### src/hw/rtl/sktu_pkg.sv
// sktu_pkg: shared constants and types for the sorted key table unit
// depends on nothing; used by sorted_key_table_unit and its testbench
`timescale 1ns / 1ps
`default_nettype none

package sktu_pkg;

  localparam int CAPACITY = 64;
  localparam int KEY_BITS = 32;
  localparam int ADDR_W   = $clog2(CAPACITY);
  localparam int CNT_W    = $clog2(CAPACITY + 1);
  localparam int MODE_W   = 3;
  localparam int STAT_W   = 2;

  typedef enum logic [MODE_W-1:0] {
    MODE_INSERT = 3'd0,
    MODE_DELETE = 3'd1,
    MODE_LOOKUP = 3'd2,
    MODE_CLEAR  = 3'd3,
    MODE_REWIND = 3'd4,
    MODE_NEXT   = 3'd5
  } mode_t;

  typedef enum logic [STAT_W-1:0] {
    ST_OK        = 2'd0,
    ST_NOT_FOUND = 2'd1,
    ST_FULL      = 2'd2,
    ST_EMPTY     = 2'd3
  } status_t;

  typedef enum logic [2:0] {
    S_IDLE,
    S_INS,
    S_INS_HEAD,
    S_SCAN,
    S_DEL_SHIFT,
    S_NEXT
  } state_t;

endpackage

`default_nettype wire

### src/hw/rtl/sorted_key_table_unit.sv
// sorted_key_table_unit: sorted key table with insert, delete, lookup, clear and iterator
// depends on sktu_pkg and sktu_ram
`timescale 1ns / 1ps
`default_nettype none

// Keeps up to 64 keys in ascending order in one ram with a single read port.
// A command is taken when start is high and busy is low; its result comes as
// a one-cycle done pulse with status, found, key_out and count, and must be
// captured in that cycle since the receiver cannot hold it off. Clear, rewind,
// unused modes, an insert into an empty table and commands that fail at once
// (full table, empty table) give done in the next cycle. Any other insert
// walks down from the last entry, moving each key not below the new one up a
// slot, then writes it; a delete or lookup scans up from the first entry; a
// read next fetches the entry at the iterator. The ram read port walks one
// entry per cycle while the write port shifts the entry read the cycle before.
module sorted_key_table_unit (
  input  wire logic                                clk,
  input  wire logic                                rst,
  input  wire logic                                start,
  output logic                                     busy,
  input  wire logic [sktu_pkg::MODE_W-1:0]         mode,
  input  wire logic [sktu_pkg::KEY_BITS-1:0]       key,
  output logic                                     done,
  output logic      [sktu_pkg::STAT_W-1:0]         status,
  output logic                                     found,
  output logic      [sktu_pkg::KEY_BITS-1:0]       key_out,
  output logic      [sktu_pkg::CNT_W-1:0]          count
);

  localparam int ADDR_W = sktu_pkg::ADDR_W;
  localparam int CNT_W  = sktu_pkg::CNT_W;
  localparam int KB     = sktu_pkg::KEY_BITS;

  sktu_pkg::state_t state, state_next;
  sktu_pkg::mode_t  op_mode;
  logic [KB-1:0]    op_key;
  logic [ADDR_W-1:0] ptr, ptr_next;
  logic [CNT_W-1:0]  entry_count, entry_count_next;
  logic [ADDR_W-1:0] iter_pos, iter_pos_next;

  logic              ram_we;
  logic [ADDR_W-1:0] ram_waddr;
  logic [KB-1:0]     ram_wdata;
  logic [ADDR_W-1:0] ram_raddr;
  logic [KB-1:0]     ram_rdata;

  logic              res_load;
  sktu_pkg::status_t res_status;
  logic              res_found;
  logic [KB-1:0]     res_key;

  logic              accept;
  sktu_pkg::mode_t   in_mode;
  logic [CNT_W-1:0]  ptr_inc;
  logic              last;
  logic [ADDR_W-1:0] next_pos;

  assign busy    = (state != sktu_pkg::S_IDLE);
  assign accept  = start && !busy;
  assign in_mode = sktu_pkg::mode_t'(mode);
  assign ptr_inc = CNT_W'(ptr) + CNT_W'(1);
  assign last    = (ptr_inc == entry_count);
  assign next_pos = (CNT_W'(iter_pos) >= entry_count) ? '0 : iter_pos;

  sktu_ram #(
    .DEPTH(sktu_pkg::CAPACITY),
    .WIDTH(KB)
  ) u_ram (
    .clk  (clk),
    .we   (ram_we),
    .waddr(ram_waddr),
    .wdata(ram_wdata),
    .raddr(ram_raddr),
    .rdata(ram_rdata)
  );

  // next state
  always_comb begin
    state_next = state;
    case (state)
      sktu_pkg::S_IDLE: begin
        if (accept) begin
          case (in_mode)
            sktu_pkg::MODE_INSERT: begin
              if (entry_count < CNT_W'(sktu_pkg::CAPACITY) && entry_count != '0) begin
                state_next = sktu_pkg::S_INS;
              end
            end
            sktu_pkg::MODE_DELETE, sktu_pkg::MODE_LOOKUP: begin
              if (entry_count != '0) begin
                state_next = sktu_pkg::S_SCAN;
              end
            end
            sktu_pkg::MODE_NEXT: begin
              if (entry_count != '0) begin
                state_next = sktu_pkg::S_NEXT;
              end
            end
            default: state_next = sktu_pkg::S_IDLE;
          endcase
        end
      end
      sktu_pkg::S_INS: begin
        if (ram_rdata >= op_key) begin
          if (ptr == '0) begin
            state_next = sktu_pkg::S_INS_HEAD;
          end
        end else begin
          state_next = sktu_pkg::S_IDLE;
        end
      end
      sktu_pkg::S_INS_HEAD: state_next = sktu_pkg::S_IDLE;
      sktu_pkg::S_SCAN: begin
        if (ram_rdata < op_key) begin
          if (last) begin
            state_next = sktu_pkg::S_IDLE;
          end
        end else if (ram_rdata == op_key && op_mode == sktu_pkg::MODE_DELETE && !last) begin
          state_next = sktu_pkg::S_DEL_SHIFT;
        end else begin
          state_next = sktu_pkg::S_IDLE;
        end
      end
      sktu_pkg::S_DEL_SHIFT: begin
        if (last) begin
          state_next = sktu_pkg::S_IDLE;
        end
      end
      sktu_pkg::S_NEXT: state_next = sktu_pkg::S_IDLE;
      default: state_next = sktu_pkg::S_IDLE;
    endcase
  end

  // datapath and ram control
  always_comb begin
    ram_we           = 1'b0;
    ram_waddr        = '0;
    ram_wdata        = op_key;
    ram_raddr        = ptr;
    ptr_next         = ptr;
    entry_count_next = entry_count;
    iter_pos_next    = iter_pos;
    res_load         = 1'b0;
    res_status       = sktu_pkg::ST_OK;
    res_found        = 1'b0;
    res_key          = '0;
    case (state)
      sktu_pkg::S_IDLE: begin
        if (accept) begin
          case (in_mode)
            sktu_pkg::MODE_INSERT: begin
              iter_pos_next = '0;
              if (entry_count >= CNT_W'(sktu_pkg::CAPACITY)) begin
                res_load   = 1'b1;
                res_status = sktu_pkg::ST_FULL;
              end else if (entry_count == '0) begin
                ram_we           = 1'b1;
                ram_waddr        = '0;
                ram_wdata        = key;
                entry_count_next = CNT_W'(1);
                res_load         = 1'b1;
              end else begin
                ram_raddr = ADDR_W'(entry_count - CNT_W'(1));
                ptr_next  = ADDR_W'(entry_count - CNT_W'(1));
              end
            end
            sktu_pkg::MODE_DELETE, sktu_pkg::MODE_LOOKUP: begin
              if (in_mode == sktu_pkg::MODE_DELETE) begin
                iter_pos_next = '0;
              end
              if (entry_count == '0) begin
                res_load   = 1'b1;
                res_status = sktu_pkg::ST_NOT_FOUND;
              end else begin
                ram_raddr = '0;
                ptr_next  = '0;
              end
            end
            sktu_pkg::MODE_CLEAR: begin
              entry_count_next = '0;
              iter_pos_next    = '0;
              res_load         = 1'b1;
            end
            sktu_pkg::MODE_REWIND: begin
              iter_pos_next = '0;
              res_load      = 1'b1;
            end
            sktu_pkg::MODE_NEXT: begin
              if (entry_count == '0) begin
                iter_pos_next = '0;
                res_load      = 1'b1;
                res_status    = sktu_pkg::ST_EMPTY;
              end else begin
                ram_raddr = next_pos;
                ptr_next  = next_pos;
              end
            end
            default: res_load = 1'b1;
          endcase
        end
      end
      sktu_pkg::S_INS: begin
        ram_we    = 1'b1;
        ram_waddr = ptr + ADDR_W'(1);
        if (ram_rdata >= op_key) begin
          ram_wdata = ram_rdata;
          if (ptr != '0) begin
            ram_raddr = ptr - ADDR_W'(1);
            ptr_next  = ptr - ADDR_W'(1);
          end
        end else begin
          ram_wdata        = op_key;
          entry_count_next = entry_count + CNT_W'(1);
          res_load         = 1'b1;
        end
      end
      sktu_pkg::S_INS_HEAD: begin
        ram_we           = 1'b1;
        ram_waddr        = '0;
        ram_wdata        = op_key;
        entry_count_next = entry_count + CNT_W'(1);
        res_load         = 1'b1;
      end
      sktu_pkg::S_SCAN: begin
        if (ram_rdata < op_key) begin
          if (last) begin
            res_load   = 1'b1;
            res_status = sktu_pkg::ST_NOT_FOUND;
          end else begin
            ram_raddr = ptr + ADDR_W'(1);
            ptr_next  = ptr + ADDR_W'(1);
          end
        end else if (ram_rdata != op_key) begin
          res_load   = 1'b1;
          res_status = sktu_pkg::ST_NOT_FOUND;
        end else if (op_mode == sktu_pkg::MODE_DELETE) begin
          if (last) begin
            entry_count_next = entry_count - CNT_W'(1);
            res_load         = 1'b1;
            res_found        = 1'b1;
          end else begin
            ram_raddr = ptr + ADDR_W'(1);
            ptr_next  = ptr + ADDR_W'(1);
          end
        end else begin
          res_load  = 1'b1;
          res_found = 1'b1;
          res_key   = ram_rdata;
        end
      end
      sktu_pkg::S_DEL_SHIFT: begin
        ram_we    = 1'b1;
        ram_waddr = ptr - ADDR_W'(1);
        ram_wdata = ram_rdata;
        if (last) begin
          entry_count_next = entry_count - CNT_W'(1);
          res_load         = 1'b1;
          res_found        = 1'b1;
        end else begin
          ram_raddr = ptr + ADDR_W'(1);
          ptr_next  = ptr + ADDR_W'(1);
        end
      end
      sktu_pkg::S_NEXT: begin
        res_load      = 1'b1;
        res_key       = ram_rdata;
        iter_pos_next = last ? '0 : ptr + ADDR_W'(1);
      end
      default: res_load = 1'b0;
    endcase
  end

  always_ff @(posedge clk) begin
    if (rst) begin
      state       <= sktu_pkg::S_IDLE;
      entry_count <= '0;
      iter_pos    <= '0;
      done        <= 1'b0;
    end else begin
      state       <= state_next;
      entry_count <= entry_count_next;
      iter_pos    <= iter_pos_next;
      done        <= res_load;
    end
  end

  always_ff @(posedge clk) begin
    ptr <= ptr_next;
    if (accept) begin
      op_mode <= in_mode;
      op_key  <= key;
    end
    if (res_load) begin
      status  <= res_status;
      found   <= res_found;
      key_out <= res_key;
      count   <= entry_count_next;
    end
  end

  a_done_idle: assert property (@(posedge clk) disable iff (rst) done |-> !busy)
    else $error("result strobe while a command is in flight");

  a_count_cap: assert property (@(posedge clk) disable iff (rst)
    entry_count <= CNT_W'(sktu_pkg::CAPACITY))
    else $error("entry count above capacity");

  a_iter_range: assert property (@(posedge clk) disable iff (rst)
    (CNT_W'(iter_pos) < entry_count) || (iter_pos == '0))
    else $error("iterator beyond stored entries");

  a_clear_word: assert property (@(posedge clk) disable iff (rst)
    accept && (mode == sktu_pkg::MODE_CLEAR) |=> done && (count == '0))
    else $error("clear did not report an empty table");

endmodule

`default_nettype wire

### src/hw/rtl/sktu_ram.sv
// sktu_ram: simple dual-port synchronous ram, one write and one read port
// read data registered; no package dependency
`timescale 1ns / 1ps
`default_nettype none

module sktu_ram #(
  parameter int DEPTH = 64,
  parameter int WIDTH = 32
) (
  input  wire logic                     clk,
  input  wire logic                     we,
  input  wire logic [$clog2(DEPTH)-1:0] waddr,
  input  wire logic [WIDTH-1:0]         wdata,
  input  wire logic [$clog2(DEPTH)-1:0] raddr,
  output logic      [WIDTH-1:0]         rdata
);

  logic [WIDTH-1:0] mem [DEPTH];

  always_ff @(posedge clk) begin
    if (we) begin
      mem[waddr] <= wdata;
    end
  end

  always_ff @(posedge clk) begin
    rdata <= mem[raddr];
  end

endmodule

`default_nettype wire
### config.mk
export PLATFORM = sky130hd
export DESIGN_NAME = sorted_key_table_unit
export DESIGN_NICKNAME = d
export VERILOG_FILES = /design/src/hw/rtl/sktu_pkg.sv /design/src/hw/rtl/sorted_key_table_unit.sv /design/src/hw/rtl/sktu_ram.sv
export SDC_FILE = /design/constraint.sdc
export NUM_CORES = 2
export LEC_CHECK = 0
export BUFFER_PORTS_ARGS = -buffer_cell sky130_fd_sc_hd__buf_4
export CORE_MARGIN = 5
export CORE_UTILIZATION = 63
export DETAILED_ROUTE_END_ITERATION = 16
export HOLD_SLACK_MARGIN = 0.05
export PLACE_DENSITY = 0.79
export SYNTH_ARGS = -nofsm -noshare
export SYNTH_HDL_FRONTEND = slang
export SYNTH_SLANG_ARGS = --single-unit
### constraint.sdc
create_clock -name clk -period 6.3 [get_ports clk]
set_input_delay 1.575 -clock clk [delete_from_list [all_inputs] [get_ports clk]]
set_output_delay 1.575 -clock clk [all_outputs]
set_load 0.02 [all_outputs]
==> PnR_summary.wiki <==
{| class="wikitable"
! Metric !! Value
|-
| Wire length of the first global-routing pass || 343000 um
|-
| Final-report max-slew violation count || 0
|-
| Delay of the slowest cell on the worst path || 0.57 ns
|-
| Kind of path behind the tightest hold check || register to register
|-
| Avg Inst Size Synth || 15.9 um^2
|-
| Fraction of final layout cells sized beyond drive strength 1 || 15.1%
|-
| Max Clock Skew || between 0.03 and 0.04 ns
|-
| Starting Density || 63.6%
|-
| Net Sw Frac || 37.8%
|-
| Design Power || 50.9 mW
|-
| Clock-pin slew reported for the worst setup and hold paths after clock tree synthesis || 0.06 ns
|-
| Post-synth design cell area || 87700 um^2
|-
| Share of power burned in the clock network || roughly a quarter
|-
| Detailed route wirelength on metal3 || 33900 um
|-
| Post-Place Worst Slack || 0.0636 ns
|-
| Share of total power in combinational logic || 40.7%
|-
| Leakage Power || 33.5 nW
|-
| Most frequently used cell type in the post-synthesis netlist || edfxtp_1
|-
| Die ar. || 147000 um^2
|-
| Total global-route track usage || 32.1%
|-
| Final TNS setup || 0 ns
|-
| 1st-pass router iterations || 10
|-
| Setup WS post-layout || 0.198 ns
|-
| Slowest stage cell, crit path || a2111oi_4
|-
| Required time at the worst-slack endpoint || 7.07 ns
|-
| Cell Int Power || 31.7 mW
|-
| Vias/cell || about 6.9
|-
| Psw || 19.2 mW
|-
| Antenna Nets Post-Route || 0
|-
| Std-Cell Core Area || 138000 um^2
|-
| Top area cells in the synthesized netlist || edfxtp_1, mux2i_1, nand2_1
|-
| Number of distinct standard cells referenced by the synthesized netlist || 78
|-
| Number of warnings issued by yosys || 0
|-
| Min Clock Period, post-route || 6.10 ns
|-
| Proportion of synthesized flip-flops having asynchronous set or reset || 0%
|-
| Least-Margin Pin Slew || 1.32 ns
|-
| Routed met2 length || 108000 um
|-
| I/O pins || 82
|-
| Floorplan row count || 136
|-
| DP HPWL || roughly 140000 um
|-
| Number of clock sinks seen by CTS || roughly 2200
|-
| Crit path DAT || about 6.9 ns
|-
| Worst setup path category || register to register
|-
| Final setup violation count || 0
|-
| Root buffer cell || clkbuf_16
|-
| Number of nets produced by synthesis || roughly 5600
|-
| Number of buffers on the longest clock path || 3
|-
| Critical path launch point type || register
|-
| Fillers || approximately 8200
|-
| Crit-path cells || ha_1, nand3_1, or3_1, a211o_1, a2111oi_4, nand2_2, ha_1, inv_1, a21oi_4, and2_4, buf_12, buf_4, mux2i_1, mux4_2, a22o_1, a31oi_1, and3_1
|-
| Total length of routed wires || 237000 um
|-
| Dominant register cell in the synthesized netlist || edfxtp_1
|-
| Length of routed wiring on met1 || 83000 um
|-
| Slew margin rel. || 12.0%
|-
| Crit path capture type || register
|-
| Relative area change from synthesis to final layout || 12.2%
|-
| Max layer used || met5
|-
| Pin count of the biggest net entering global routing || 126
|-
| Clock tree from TritonCTS || done
|-
| Vias || 52800
|-
| Count of state elements after synthesis || around 2200
|-
| Final #Nets || a little under 6000
|-
| Final routed DRC violation total || 0
|-
| Peak clock frequency supported by timing || 0.164 GHz
|-
| Total count of hold-check failures in the final report || 0
|-
| Synth cell count leaders || edfxtp_1, nand2_1, mux2i_1, and3_1, clkbuf_1
|-
| Final global-route overflow total || 0
|-
| Crit-path max FO || 29
|-
| Status || completed
|-
| Last weighted congestion value of the routability-driven placer || 0.947
|-
| Sequential area share after synthesis || between 70% and 80%
|-
| PortBufs || 81
|-
| Post-Syn Instances || 5506
|-
| Number of buffers inserted during clock tree synthesis || 204
|-
| Maxcap violations || 0
|-
| Relative contribution of sequential cells to total power || between 30% and 40%
|-
| Number of enable flip-flop cells after synthesis || between 2000 and 2500
|-
| Most frequent cell on the critical path || ha_1
|-
| Number of global-route vias before repair || 51100
|-
| H-tree levels || 4
|-
| Setup repair after global routing missed its margin || yes
|-
| Cell area power density || 517 nW/um^2
|-
| Routed WL per cell || between 30 and 40 um
|-
| Die Wd || 383 um
|-
| Maximum resistive drop on vdd || 524 uV
|-
| Later-pin clock latency in the skew report || around 0.84 ns
|-
| Chip Height || between 300 and 400 um
|-
| Library cell with the largest summed area after synthesis || edfxtp_1
|-
| Synth top area share || approximately 73%
|-
| DR iter-0 viols || 8291
|-
| Period utilization || 96.9%
|-
| Number of antenna violations at the first check in global routing || 16
|}
power by group through the flow:
stage / registers (mW) / logic [mW] / clock network (mW)
6_report: 18.2 / 20.7 / 12.0
3_5_place_dp: 18.4 / 20.0 / 0
3_3_place_gp: 18.4 / 19.5 / 0
5_1_grt: 18.2 / 21.7 / 12.7
4_1_cts: 18.1 / 20.2 / 12.1
2_1_floorplan: 18.3 / 12.8 / 0
per-stage QoR:
stage / util, % / area, um^2 / hold WS [ns] / std cells
after floorplan: - / 87700 / 0.481 / 5506
after global placement: 66.6 / 91800 / 0.537 / 7285
after detailed placement: 66.6 / 91800 / 0.547 / 7285
after CTS: 71.3 / 98300 / 0.564 / 7666
after global routing: 71.4 / 98400 / 0.590 / 7666
final: 71.4 / 98400 / 0.563 / 7668
final timing paths:
check         startpoint               to  slack [ns]  cells past startpoint
max               ptr[0]  u_ram.rdata[26]        0.20                     17
min          iter_pos[4]      iter_pos[4]        0.56                      2
max reg2reg       ptr[0]  u_ram.rdata[26]        0.20                     17
min reg2reg  iter_pos[4]      iter_pos[4]        0.56                      2
sequential cells by signal (all words and copies together), names as in the netlist:
register and count:
entry_count 7, key_out 32, iter_pos 6, op_key 32
state 3, op_mode 3, u_ram.mem 2048, found 1
done 1, u_ram.rdata 32, ptr 6, status 2
count 7
cells in the final DEF (no fill, tap or decap), types with 52 or more instances in the layout:
cell and count:
a211oi_1 137, a21oi_1 64, a22oi_1 123, a311oi_1 59
a31oi_1 146, and3_1 201, buf_4 299, clkbuf_1 52
clkbuf_16 210, dfxtp_1 55, edfxtp_1 2125, mux2i_1 522
mux4_2 123, nand2_1 820, nand3_1 94, nor2_4 65
final cells by class:
class / count / area, um^2 / area share [%]
sequential: 2180 / 64900 / 66.0
multi-input combinational: 2888 / 21400 / 21.8
clock buffer: 263 / 5460 / 5.55
timing repair buffer: 334 / 2930 / 2.98
tap: 1794 / 2240 / 2.28
clock inverter: 118 / 1060 / 1.08
inverter: 89 / 347 / 0.352
antenna: 2 / 5.00 / 0.00509
cells by family after synthesis:
group	count (synthesis)	synth area share, %
XOR/XNOR	13	0.130
multiplexers	645	9.12
adder cells (fa/ha/maj)	44	0.628
flip-flops	2180	74.0
AND/OR/NAND/NOR	1420	7.33
AO/OA/AOI/OAI	766	6.52
buffers and inverters	438	2.24
critical path: cells and delay by family (launching register included):
| family | cells | cell delay, ns |
|---|---|---|
| muxes | 2 | 0.61 |
| and+or+nand+nor | 5 | 1.60 |
| AOI/OAI and AO/OA | 5 | 1.79 |
| buffers and inverters | 3 | 0.70 |
| adders and majority gates | 2 | 0.76 |
| DFF | 1 | 0.54 |
layer usage:
layer / global-route usage [%] / up-vias
li1: - / 22000
met1: 43.9 / 26300
met2: 48.6 / 4003
met3: 9.05 / 599
met4: 14.9 / 10
met5: 0 / -
repair_timing:
item	4_1_cts	5_1_grt
endpoints found under the hold margin	0	0
resized for setup	0	24
endpoints found under the setup margin	0	23
setup buffers	0	0
hold buffers	0	0
Power figures use the tool's default switching activity.
